File: src/rtl/lsas_pkg.sv
package lsas_pkg;

    localparam int ENCODER_COUNTS = 1024;
    localparam int ANGLE_W        = $clog2(ENCODER_COUNTS);
    localparam int MAX_STEP       = 5;
    localparam int SMALL_LIMIT    = 3;     // step sizes tried at low magnitude
    localparam int SMALL_MAG      = 27;    // magnitude at or below which SMALL_LIMIT applies
    localparam int IGNORE_ABOVE   = 50;    // speeds above this are ignored
    localparam int BASE_NUM       = 1875;  // numerator per unit of step size
    localparam int DEN_SHIFT      = 4;     // divisor = 16 * magnitude
    localparam int HALF_SHIFT     = 3;     // half divisor = 8 * magnitude

    localparam int SPEED_W = 8;
    localparam int TICK_W  = 32;
    localparam int MAG_W   = SPEED_W;                          // magnitude up to 128
    localparam int NUM_W   = $clog2(BASE_NUM * MAX_STEP + 1);
    localparam int DEN_W   = MAG_W + DEN_SHIFT;
    localparam int K_W     = $clog2(MAX_STEP + 1);
    localparam int STEP_W  = K_W + 1;
    localparam int IVL_W   = 9;
    localparam int CNT_W   = $clog2(NUM_W + 1);

    localparam int IN_W  = SPEED_W + TICK_W;                   // 40, already whole bytes
    localparam int OUT_W = ANGLE_W + IVL_W + STEP_W + 1;       // 24, already whole bytes

    typedef struct packed {
        logic             start;
        logic [NUM_W-1:0] num;
        logic [DEN_W-1:0] den;
    } div_req_t;

    typedef struct packed {
        logic             done;
        logic [NUM_W-1:0] quo;
        logic [DEN_W-1:0] rem;
    } div_res_t;

    typedef struct packed {
        logic             done;
        logic [IVL_W-1:0] ivl;
        logic [K_W-1:0]   k;
    } pick_res_t;

endpackage

File: src/rtl/lsas_div.sv
// Restoring divider, one quotient bit per cycle.
module lsas_div (
    input  logic              clk,
    input  logic              rst_n,
    input  lsas_pkg::div_req_t req,
    output lsas_pkg::div_res_t res
);
    import lsas_pkg::*;

    logic             busy_reg, busy_next;
    logic             done_reg, done_next;
    logic [CNT_W-1:0] cnt_reg, cnt_next;
    logic [DEN_W-1:0] den_reg, den_next;
    logic [DEN_W-1:0] rem_reg, rem_next;
    logic [NUM_W-1:0] quo_reg, quo_next;   // numerator bits shift out, quotient bits in

    logic [DEN_W:0]   trial;
    logic [DEN_W:0]   diff;

    assign trial = {rem_reg, quo_reg[NUM_W-1]};
    assign diff  = trial - {1'b0, den_reg};

    always_comb
    begin
        busy_next = busy_reg;
        done_next = 1'b0;
        cnt_next  = cnt_reg;
        den_next  = den_reg;
        rem_next  = rem_reg;
        quo_next  = quo_reg;
        if (req.start)
        begin
            busy_next = 1'b1;
            cnt_next  = CNT_W'(NUM_W);
            den_next  = req.den;
            rem_next  = '0;
            quo_next  = req.num;
        end
        else if (busy_reg)
        begin
            if (trial >= {1'b0, den_reg})
            begin
                rem_next = diff[DEN_W-1:0];
                quo_next = {quo_reg[NUM_W-2:0], 1'b1};
            end
            else
            begin
                rem_next = trial[DEN_W-1:0];
                quo_next = {quo_reg[NUM_W-2:0], 1'b0};
            end
            cnt_next = cnt_reg - CNT_W'(1);
            if (cnt_reg == CNT_W'(1))
            begin
                busy_next = 1'b0;
                done_next = 1'b1;
            end
        end
    end

    always_ff @(posedge clk or negedge rst_n)
    begin
        if (!rst_n)
        begin
            busy_reg <= 1'b0;
            done_reg <= 1'b0;
            cnt_reg  <= '0;
        end
        else
        begin
            busy_reg <= busy_next;
            done_reg <= done_next;
            cnt_reg  <= cnt_next;
        end
    end

    always_ff @(posedge clk)
    begin
        den_reg <= den_next;
        rem_reg <= rem_next;
        quo_reg <= quo_next;
    end

    assign res.done = done_reg;
    assign res.quo  = quo_reg;
    assign res.rem  = rem_reg;

endmodule

File: src/rtl/lsas_pick.sv
// Step-size search: one division per candidate step, first least error kept.
module lsas_pick (
    input  logic                      clk,
    input  logic                      rst_n,
    input  logic                      start,
    input  logic [lsas_pkg::MAG_W-1:0] mag,
    output lsas_pkg::pick_res_t        res
);
    import lsas_pkg::*;

    typedef enum logic [1:0] {
        P_IDLE = 2'b01,
        P_WAIT = 2'b10
    } pick_state_t;

    pick_state_t      state_reg, state_next;
    logic             start_reg, start_next;
    logic             done_reg, done_next;
    logic             first_reg, first_next;
    logic [K_W-1:0]   k_reg, k_next;
    logic [K_W-1:0]   lim_reg, lim_next;
    logic [NUM_W-1:0] num_reg, num_next;
    logic [DEN_W-1:0] den_reg, den_next;
    logic [MAG_W-1:0] mag_reg, mag_next;
    logic [DEN_W-1:0] best_err_reg, best_err_next;
    logic [IVL_W-1:0] best_ivl_reg, best_ivl_next;
    logic [K_W-1:0]   best_k_reg, best_k_next;

    div_req_t         dreq;
    div_res_t         dres;

    logic             rnd_up;
    logic [DEN_W-1:0] err;
    logic [NUM_W-1:0] q_rnd;

    assign dreq.start = start_reg;
    assign dreq.num   = num_reg;
    assign dreq.den   = den_reg;

    lsas_div u_div (
        .clk   (clk),
        .rst_n (rst_n),
        .req   (dreq),
        .res   (dres)
    );

    // remainder of exactly half rounds down
    assign rnd_up = dres.rem > (DEN_W'(mag_reg) << HALF_SHIFT);
    assign err    = rnd_up ? (den_reg - dres.rem) : dres.rem;
    assign q_rnd  = dres.quo + NUM_W'(rnd_up);

    always_comb
    begin
        state_next    = state_reg;
        start_next    = 1'b0;
        done_next     = 1'b0;
        first_next    = first_reg;
        k_next        = k_reg;
        lim_next      = lim_reg;
        num_next      = num_reg;
        den_next      = den_reg;
        mag_next      = mag_reg;
        best_err_next = best_err_reg;
        best_ivl_next = best_ivl_reg;
        best_k_next   = best_k_reg;
        unique case (state_reg)
            P_IDLE:
            begin
                if (start)
                begin
                    mag_next   = mag;
                    den_next   = DEN_W'(mag) << DEN_SHIFT;
                    lim_next   = (mag <= MAG_W'(SMALL_MAG) && MAX_STEP > SMALL_LIMIT)
                                 ? K_W'(SMALL_LIMIT) : K_W'(MAX_STEP);
                    num_next   = NUM_W'(BASE_NUM);
                    k_next     = K_W'(1);
                    first_next = 1'b1;
                    start_next = 1'b1;
                    state_next = P_WAIT;
                end
            end
            P_WAIT:
            begin
                if (dres.done)
                begin
                    first_next = 1'b0;
                    if (first_reg || err < best_err_reg)
                    begin
                        best_err_next = err;
                        best_ivl_next = q_rnd[IVL_W-1:0];   // chosen interval never exceeds 352
                        best_k_next   = k_reg;
                    end
                    if (k_reg == lim_reg)
                    begin
                        done_next  = 1'b1;
                        state_next = P_IDLE;
                    end
                    else
                    begin
                        k_next     = k_reg + K_W'(1);
                        num_next   = num_reg + NUM_W'(BASE_NUM);
                        start_next = 1'b1;
                    end
                end
            end
            default:
            begin
                state_next = P_IDLE;
            end
        endcase
    end

    always_ff @(posedge clk or negedge rst_n)
    begin
        if (!rst_n)
        begin
            state_reg <= P_IDLE;
            start_reg <= 1'b0;
            done_reg  <= 1'b0;
        end
        else
        begin
            state_reg <= state_next;
            start_reg <= start_next;
            done_reg  <= done_next;
        end
    end

    always_ff @(posedge clk)
    begin
        first_reg    <= first_next;
        k_reg        <= k_next;
        lim_reg      <= lim_next;
        num_reg      <= num_next;
        den_reg      <= den_next;
        mag_reg      <= mag_next;
        best_err_reg <= best_err_next;
        best_ivl_reg <= best_ivl_next;
        best_k_reg   <= best_k_next;
    end

    assign res.done = done_reg;
    assign res.ivl  = best_ivl_reg;
    assign res.k    = best_k_reg;

endmodule

File: src/rtl/low_speed_angle_stepper_unit.sv
// Low-speed open-loop angle stepper. Each request carries a signed target speed
// and the current free-running tick count; each produces exactly one result.
// Speeds above 50 are ignored (angle unchanged, interval 0, step 0). Zero speed
// uses interval 1 and step 0. Otherwise step sizes 1..5 (1..3 for magnitudes of
// 27 or less) are tried; for each, the rounded interval 1875*k/(16*|speed|) and
// its rounding error come from a shared bit-serial restoring divider, and the
// first size with the least error wins. When tick_now - last advance tick
// (mod 2^32) reaches the interval, the angle moves by the signed step and wraps
// into 0..1023. An ignored or zero-speed request skips the search and goes
// straight to the result; a searched request runs one division per step size
// tried (a divider load, 14 quotient bits, a result check), three sizes for
// magnitudes up to 27 and five above. The divider is the limiting unit;
// one request is in flight at a time. A new request is taken as soon as the
// previous result sits in the output register, even if it is not yet drained.
module low_speed_angle_stepper_unit (
    input  logic                         clk,
    input  logic                         rst_n,
    // s_tdata: [7:0] speed_cmd (signed), [39:8] tick_now
    input  logic                         s_tvalid,
    output logic                         s_tready,
    input  logic [lsas_pkg::IN_W-1:0]    s_tdata,
    // m_tdata: [9:0] angle, [18:10] interval_ticks, [22:19] angle_step (signed),
    //          [23] advanced
    output logic                         m_tvalid,
    input  logic                         m_tready,
    output logic [lsas_pkg::OUT_W-1:0]   m_tdata
);
    import lsas_pkg::*;

    typedef enum logic [2:0] {
        T_IDLE = 3'b001,   // waiting for a request
        T_PICK = 3'b010,   // step-size search running
        T_FIN  = 3'b100    // result ready, waiting for the output register
    } top_state_t;

    top_state_t         state_reg, state_next;

    // architectural state
    logic [ANGLE_W-1:0] angle_reg, angle_next;
    logic [TICK_W-1:0]  last_reg, last_next;

    // per-request working registers
    logic [TICK_W-1:0]  tick_reg, tick_next;
    logic               neg_reg, neg_next;
    logic               ign_reg, ign_next;
    logic [IVL_W-1:0]   ivl_reg, ivl_next;
    logic [K_W-1:0]     k_reg, k_next;

    // output register
    logic               m_tvalid_reg, m_tvalid_next;
    logic [OUT_W-1:0]   m_tdata_reg, m_tdata_next;

    logic signed [SPEED_W-1:0] in_speed;
    logic [TICK_W-1:0]  in_tick;
    logic               in_accept;
    logic [MAG_W-1:0]   in_mag;
    logic               pick_start;
    pick_res_t          pick_res;

    logic               out_free;
    logic signed [STEP_W-1:0]    step;
    logic [TICK_W-1:0]  elapsed;
    logic               adv;
    logic signed [ANGLE_W+1:0]   sum;
    logic signed [ANGLE_W+1:0]   wrapped;

    function automatic logic [TICK_W-1:0] tick_now_diff(input logic [TICK_W-1:0] a,
                                                        input logic [TICK_W-1:0] b);
        tick_now_diff = a - b;   // wraps mod 2^32
    endfunction

    assign in_speed  = s_tdata[SPEED_W-1:0];
    assign in_tick   = s_tdata[IN_W-1:SPEED_W];
    assign s_tready  = (state_reg == T_IDLE);
    assign in_accept = s_tvalid && s_tready;
    // two's complement negate; -128 gives magnitude 128 in 8 unsigned bits
    assign in_mag    = in_speed[SPEED_W-1] ? MAG_W'(-in_speed) : MAG_W'(in_speed);
    assign pick_start = in_accept && (in_speed <= SPEED_W'(IGNORE_ABOVE))
                        && (in_speed != '0);

    lsas_pick u_pick (
        .clk   (clk),
        .rst_n (rst_n),
        .start (pick_start),
        .mag   (in_mag),
        .res   (pick_res)
    );

    // advance decision and angle wrap, evaluated in T_FIN
    assign out_free = !m_tvalid_reg || m_tready;
    assign step     = neg_reg ? -$signed({1'b0, k_reg}) : $signed({1'b0, k_reg});
    assign elapsed  = tick_now_diff(tick_reg, last_reg);
    assign adv      = !ign_reg && (elapsed >= TICK_W'(ivl_reg));
    assign sum      = $signed({2'b00, angle_reg}) + (ANGLE_W+2)'(step);

    always_comb
    begin
        priority if (sum >= (ANGLE_W+2)'(ENCODER_COUNTS))
            wrapped = sum - (ANGLE_W+2)'(ENCODER_COUNTS);
        else if (sum < 0)
            wrapped = sum + (ANGLE_W+2)'(ENCODER_COUNTS);
        else
            wrapped = sum;
    end

    always_comb
    begin
        state_next    = state_reg;
        angle_next    = angle_reg;
        last_next     = last_reg;
        tick_next     = tick_reg;
        neg_next      = neg_reg;
        ign_next      = ign_reg;
        ivl_next      = ivl_reg;
        k_next        = k_reg;
        m_tvalid_next = m_tvalid_reg && !m_tready;
        m_tdata_next  = m_tdata_reg;
        unique case (state_reg)
            T_IDLE:
            begin
                if (in_accept)
                begin
                    tick_next = in_tick;
                    neg_next  = in_speed[SPEED_W-1];
                    ign_next  = 1'b0;
                    k_next    = '0;
                    priority if (in_speed > SPEED_W'(IGNORE_ABOVE))
                    begin
                        ign_next   = 1'b1;
                        ivl_next   = '0;
                        state_next = T_FIN;
                    end
                    else if (in_speed == '0)
                    begin
                        ivl_next   = IVL_W'(1);
                        state_next = T_FIN;
                    end
                    else
                    begin
                        state_next = T_PICK;
                    end
                end
            end
            T_PICK:
            begin
                if (pick_res.done)
                begin
                    ivl_next   = pick_res.ivl;
                    k_next     = pick_res.k;
                    state_next = T_FIN;
                end
            end
            T_FIN:
            begin
                if (out_free)
                begin
                    if (adv)
                    begin
                        angle_next = wrapped[ANGLE_W-1:0];
                        last_next  = tick_reg;
                    end
                    m_tvalid_next = 1'b1;
                    m_tdata_next  = {adv,
                                     (ign_reg ? STEP_W'(0) : step),
                                     ivl_reg,
                                     (adv ? wrapped[ANGLE_W-1:0] : angle_reg)};
                    state_next    = T_IDLE;
                end
            end
            default:
            begin
                state_next = T_IDLE;
            end
        endcase
    end

    always_ff @(posedge clk or negedge rst_n)
    begin
        if (!rst_n)
        begin
            state_reg    <= T_IDLE;
            angle_reg    <= '0;
            last_reg     <= '0;
            m_tvalid_reg <= 1'b0;
        end
        else
        begin
            state_reg    <= state_next;
            angle_reg    <= angle_next;
            last_reg     <= last_next;
            m_tvalid_reg <= m_tvalid_next;
        end
    end

    always_ff @(posedge clk)
    begin
        tick_reg    <= tick_next;
        neg_reg     <= neg_next;
        ign_reg     <= ign_next;
        ivl_reg     <= ivl_next;
        k_reg       <= k_next;
        m_tdata_reg <= m_tdata_next;
    end

    assign m_tvalid = m_tvalid_reg;
    assign m_tdata  = m_tdata_reg;

endmodule

File: config.mk
export PLATFORM = sky130hd
export DESIGN_NAME = low_speed_angle_stepper_unit
export DESIGN_NICKNAME = d
export VERILOG_FILES = /design/src/rtl/lsas_pkg.sv /design/src/rtl/lsas_div.sv /design/src/rtl/lsas_pick.sv /design/src/rtl/low_speed_angle_stepper_unit.sv
export SDC_FILE = /design/constraint.sdc
export NUM_CORES = 1
export LEC_CHECK = 0
export ABC_AREA = 1
export BUFFER_PORTS_ARGS = -buffer_cell sky130_fd_sc_hd__buf_2
export CAP_MARGIN = 20
export CELL_PAD_IN_SITES_DETAIL_PLACEMENT = 2
export CELL_PAD_IN_SITES_GLOBAL_PLACEMENT = 2
export CORE_ASPECT_RATIO = 0.9
export CORE_UTILIZATION = 41
export DETAILED_ROUTE_END_ITERATION = 12
export GPL_TIMING_DRIVEN = 0
export PLACE_DENSITY = 0.9
export SYNTH_ARGS = -nofsm -noshare
export SYNTH_HDL_FRONTEND = slang
export SYNTH_SLANG_ARGS = --single-unit
File: constraint.sdc
create_clock -name clk -period 9.43 [get_ports clk]
set_input_delay 1.886 -clock clk [delete_from_list [all_inputs] [get_ports clk]]
set_output_delay 1.886 -clock clk [all_outputs]
set_load 0.01 [all_outputs]
## Word level (Yosys, flattened, before mapping)

Cells that the tools add are included.

- Register bits after elaboration: 213
- Latch bits: 0
- Bits in writable memories: 0
- Bits in read-only memories: 0
- Bits of input ports: 44
- Output and inout bits: 26
- Memories: 0

- Add/sub/neg operators: 12
- Multiply operators: 0
- Divide/modulo/power cells: 0
- $lt $le $gt $ge: 9
- Equality and inequality tests: 15
- Shifts and indexed selects: 0
- Mux-type cells: 58
- Bitwise gates (word level): 0
- Reduce and logical (&&, ||, !) cells: 26

Operators by type and width:

| kind | number |
|---|---|
| 2-to-1 mux 14 bit | 5 |
| 2-to-1 mux 9 bit | 4 |
| 2-to-1 mux 3 bit | 11 |
| greater-or-equal comparator 32 x 9 -> 1 bit | 1 |
| subtractor 32 bit | 1 |
| 2-to-1 mux 10 bit | 3 |
| case mux 14 bit (2 select lines) | 1 |
| 2-to-1 mux 12 bit | 2 |
| subtractor 12 bit | 2 |
| 2-to-1 mux 1 bit | 18 |
| case mux 9 bit (2 select lines) | 1 |
| AND reduction 3 bit | 6 |
| adder 14 x 11 -> 14 bit, second input constant | 1 |
| greater-or-equal comparator 13 x 12 -> 1 bit | 1 |
| adder 11 x 4 -> 12 bit | 1 |
| greater-or-equal comparator 12 bit, second input constant | 1 |
| > comparator 12 x 11 -> 1 bit | 1 |
| less-than comparator 12 x 1 -> 1 bit, second input constant | 1 |
| less-than comparator 12 bit | 1 |
| 2-to-1 mux 4 bit | 3 |
| case mux 3 bit (2 select lines) | 2 |
| adder 10 x 1 -> 10 bit, second input constant | 1 |
| subtractor 10 x 1 -> 10 bit, second input constant | 1 |
| adder 9 x 1 -> 9 bit | 1 |
| 30 further kinds | 50 |

## Logic depth before layout (Yosys ltp)

- Word-level depth: 7
- Mapped depth: 30

## Modules after synthesis

From an unflattened synthesis, not the netlist that was laid out.

- Cells, all modules: 1777
- Area, all modules: 13973.4 µm²

By module, submodules not included:

| module | times used | cells each | area an instance (µm²) |
|---|---|---|---|
| low_speed_angle_stepper_unit | 1 | 1027 | 7762.4 |
| lsas_pick | 1 | 413 | 3580.9 |
| lsas_div | 1 | 337 | 2630.0 |

## Worst setup path before layout

Ideal clock, no wire load.

- Path kind: reg-to-reg
- Start point: register u_pick.mag_reg[4]
- End point: register u_pick.best_err_reg[0], enable pin
- Arrival: 3.946 ns
- Setup slack: 5.070 ns
- Stages on the path, launching flop included: 20
- Buffers on the path: 1
- Clock period less this slack: 4.360 ns
- Path through: edfxtp_1 inv_1 ha_1 nand2_1 inv_1 nand3_1 o311ai_0 nand2_1 inv_1 clkbuf_1 nand2_1 o21ai_0 ha_1 a21oi_1 nor2_1 a211oi_1 o21ai_0 a31oi_1 o21ai_0 a21oi_1

- Cells in the longest elaborated chain, start to end: 5
- Elaborated cells between the ends (all ways): 6
- Classes of those cells: 1 x add/sub; 2 x order compare; 1 x mux; 2 x reduce/logical

RTL lines:

| element | RTL line | RTL |
|---|---|---|
| start: declaration | lsas_pick.sv:24 | `logic [MAG_W-1:0] mag_reg, mag_next;` |
| start signal: assignment | lsas_pick.sv:136 | `mag_reg <= mag_next;` |
| > comparator 12 x 11 -> 1 bit | lsas_pick.sv:48 | `assign rnd_up = dres.rem > (DEN_W'(mag_reg) << HALF_SHIFT);` |
| 2-to-1 mux 12 bit | lsas_pick.sv:49 | `assign err = rnd_up ? (den_reg - dres.rem) : dres.rem;` |
| via u_pick.err[1] | lsas_pick.sv:33 | `logic [DEN_W-1:0] err;` |
| less-than comparator 12 bit | lsas_pick.sv:87 | `if (first_reg \|\| err < best_err_reg)` |
| logical OR 1 bit | lsas_pick.sv:87 |  |
| AND reduction 3 bit (no source line) | n/a |  |
| end signal: assignment | lsas_pick.sv:137 | `best_err_reg <= best_err_next;` |
| end: declaration | lsas_pick.sv:25 | `logic [DEN_W-1:0] best_err_reg, best_err_next;` |

The timed path passes the listed nets, and every way through them passes these cells.
A chain may end at the register's enable or synchronous reset.

## Worst setup path in the final report

- Start point: register u_pick.mag_reg[3]
- End point: register u_pick.best_err_reg[2], enable pin

Same word-level chain as after synthesis.

==> impl_results.md <==
* Root Driver: clkbuf_16
* DRT antenna net count at 0
* # IOs at 70
* Mean post-synth cell area at 8.23 um2
* Post-route cell area at 0.0145 mm2
* DRC Markers at 0
* Hold wc startpoint: ivl_reg[7]$_SDFFCE_PN0P_
* Initial antenna violation count at 1
* CTS sink count at 212
* Sequential share of the synthesized area at 47.2%
* Largest net degree at the start of global routing at 57
* Tot GR Track Use at 33.1%
* Post-synth ARST share at between 20% and 30%
* Port Buffers at 69
* CP top delay family: compound AO/OA/AOI/OAI gates
* Dpl hpwl at 34100 um
* Post-synth EDFFs at 144
* Yosys Warn Count at 0
* Max-cap viol count at 0
* WP data required at 9.70 ns
* Post-synth top area share at 34.2%
* CTS tree: built
* DR vias/cell at about 5.6
* Clock-pin slew on the worst setup and hold paths at 0.06 ns
* Synthesized cell area at 0.0126 mm2
* GRT overflow at 0
* Syn nets at 1677
* Largest stage delay, worst path at 0.73 ns
* CTS buffer count at 26
* Hold Path End: m_tdata[17]$_DFFE_PP_
* Vias in the first global route at 13200
* Worst-Margin Slew at roughly 1.1 ns
* RSZ-0062 raised after global routing: false
* Cell taking the most area after synthesis: edfxtp_1
* FF-to-FF setup slack at 3.85 ns
* DRT iter0 DRCs at 813
* Min Clock Period, post-route at approximately 5.6 ns
* Most common cell in the netlist: nand2_1
* Critical Path Start Type: flip-flop
* Syn-to-layout area delta at 14.4%
* R2R depth at 20
* Slew margin rel. at 25.7%
* WL/cell at 25.1 um
* Row count at 60
* Pleak at 7.06 nW
* Worst-skew pair later-pin latency at 0.56 ns
* Pwr dens at 155 mW/mm2
* Worst setup path class: flip-flop to flip-flop
* F_max at 0.179 GHz
* Crit path arrival time at 5.85 ns
* Worst clock skew at ~0.016 ns
* Final setup fails at 0
* Die height at 169 um
* # hold bufs at CTS at 0
* Critical-path top delay cell: a21oi_2
* Worst VDD drop at 124 uV
* Antenna diodes at 0
* Vias at 11500
* Worst Hold Class: flip-flop to flip-flop
* Post-synth top cells: nand2_1, inv_1, edfxtp_1
* Setup crit end kind: flip-flop
* Top post-synthesis cells by area: edfxtp_1, nand2_1, dfrtp_1
* Cell Chain, Critical Path: inv_1 > ha_1 > nand2_1 > inv_1 > nand3_1 > o311ai_0 > nand2_1 > inv_1 > clkbuf_1 > nand2_1 > o21ai_0 > ha_1 > a21oi_1 > nor2_1 > a211oi_1 > o21ai_0 > a31oi_1 > o21ai_0 > a21oi_2 > buf_8
* Reg-to-reg startpoint: u_pick.mag_reg[3]$_DFFE_PP_
* Worst R2R End: u_pick.best_err_reg[2]$_DFFE_PP_
* Setup TNS Final at 0 ns
* Fin. Hold Viols at 0
* Critical Path Start: u_pick.mag_reg[3]$_DFFE_PP_
* DIE AREA at 0.0315 mm2
* Final Net Count at roughly 1800
* Die span in x at 187 um
* H-tree depth at 1
* Post-DP Area at 0.0136 mm2
* Post-synthesis cell type count at 46
* RD Place Congestion at 0.877
* Resize count post-CTS at 0
* Worst Hold Depth at 0
* Synthesized instance count at between 1500 and 2000
* Final slew viol count at 0
* Postcts setup bufs at 0
* Flops & latches, synth at 212
* Initial Utilization at 42.0%
* Outcome: finished, final reports clean
* Layout cell share with drive strength beyond 1 at 8.93%
* Final Cycle Share at 59.2%
* Max clock buf depth at 3
* Core area at ~0.030 mm2
* Total wire length at 51600 um
* CP bufs+invs at 5
* First-pass GRT wire length at 79900 um
* Crit path max fanout at 13
* Placed insts at 2012
* Layout Cells excl Fill at 2061
* Most used DFF post-synth: edfxtp_1
* 1st-pass router iterations at 5
* Hold Slack at 0.473 ns
worst reg2reg max path, stage by stage (launching register included):
cell	delay [ns]
edfxtp_1	0.45
inv_1	0.09
ha_1	0.32
nand2_1	0.10
inv_1	0.12
nand3_1	0.13
o311ai_0	0.39
nand2_1	0.35
inv_1	0.18
clkbuf_1	0.42
nand2_1	0.10
o21ai_0	0.18
ha_1	0.32
a21oi_1	0.21
nor2_1	0.07
a211oi_1	0.28
o21ai_0	0.18
a31oi_1	0.26
o21ai_0	0.16
a21oi_2	0.73
buf_8	0.26
worst max-delay path by stage:
stage	cells after the start	endpoint	slack, ns
after floorplan	19	u_pick.best_err_reg[0]$_DFFE_PP_	5.07
final	20	u_pick.best_err_reg[2]$_DFFE_PP_	3.85
after global placement	17	u_pick.best_err_reg[4]$_DFFE_PP_	3.77
after global routing	19	u_pick.best_err_reg[2]$_DFFE_PP_	3.51
after CTS	20	u_pick.best_err_reg[3]$_DFFE_PP_	3.96
after detailed placement	20	u_pick.best_err_reg[2]$_DFFE_PP_	4.23
stage by stage:
| step | total power [mW] | util, % | setup WS, ns |
|---|---|---|---|
| 5_1_grt | 2.30 | 48.0 | 3.51 |
| 3_3_place_gp | 1.16 | 44.8 | 3.77 |
| 3_5_place_dp | 1.18 | 45.1 | 4.23 |
| 6_report | 2.25 | 48.0 | 3.85 |
| 4_1_cts | 2.25 | 48.0 | 3.96 |
| 2_1_floorplan | 1.11 | - | 5.07 |
cells by family after synthesis:
group | after synthesis | share of synthesized area, %
and+or+nand+nor | 626 | 20.2
buffers and inverters | 334 | 10.1
AOI/OAI and AO/OA | 220 | 9.44
DFF | 212 | 47.2
adders and majority gates | 98 | 9.88
xor gates and xnor gates | 45 | 3.12
routing by layer:
metal	vias to the layer above	part of all wire, %	global-route usage, %
li1	5143	-	-
met1	5884	41	39.4
met2	339	51	60.4
met3	146	3.9	4.42
met4	0	4.3	13.7
met5	-	0	0
where the power goes:
group | switching [mW] | internal, mW
Clock | 0.447 | 0.629
Sequential | 0.00457 | 0.997
Combinational | 0.118 | 0.0518
placed cells by master, fill, tap and decap left out, drive strengths merged, types with 3 or more instances in the layout:
cell,count
clkinv,12
xnor2,14
nor2,104
a21o,7
o21ai,105
nand3b,3
buf,82
nand2,415
xor2,31
a21oi,74
clkbuf,48
o22ai,13
inv,312
a31oi,4
dfrtp,54
ha,95
a211oi,3
fa,3
o21a,3
bufinv,3
dfxtp,12
edfxtp,144
nor4,6
nor3,13
nand3,63
or2,4
nand4,14
final cells by class:
type	count	area [um2]
fill	3376	15600
sequential	212	5970
multi-input combinational	989	5410
inverter	315	1180
clock buffer	36	739
tap	403	504
timing repair buffer	75	428
clock inverter	12	138
buffer	19	93.8
Power figures use the tool's default switching activity.
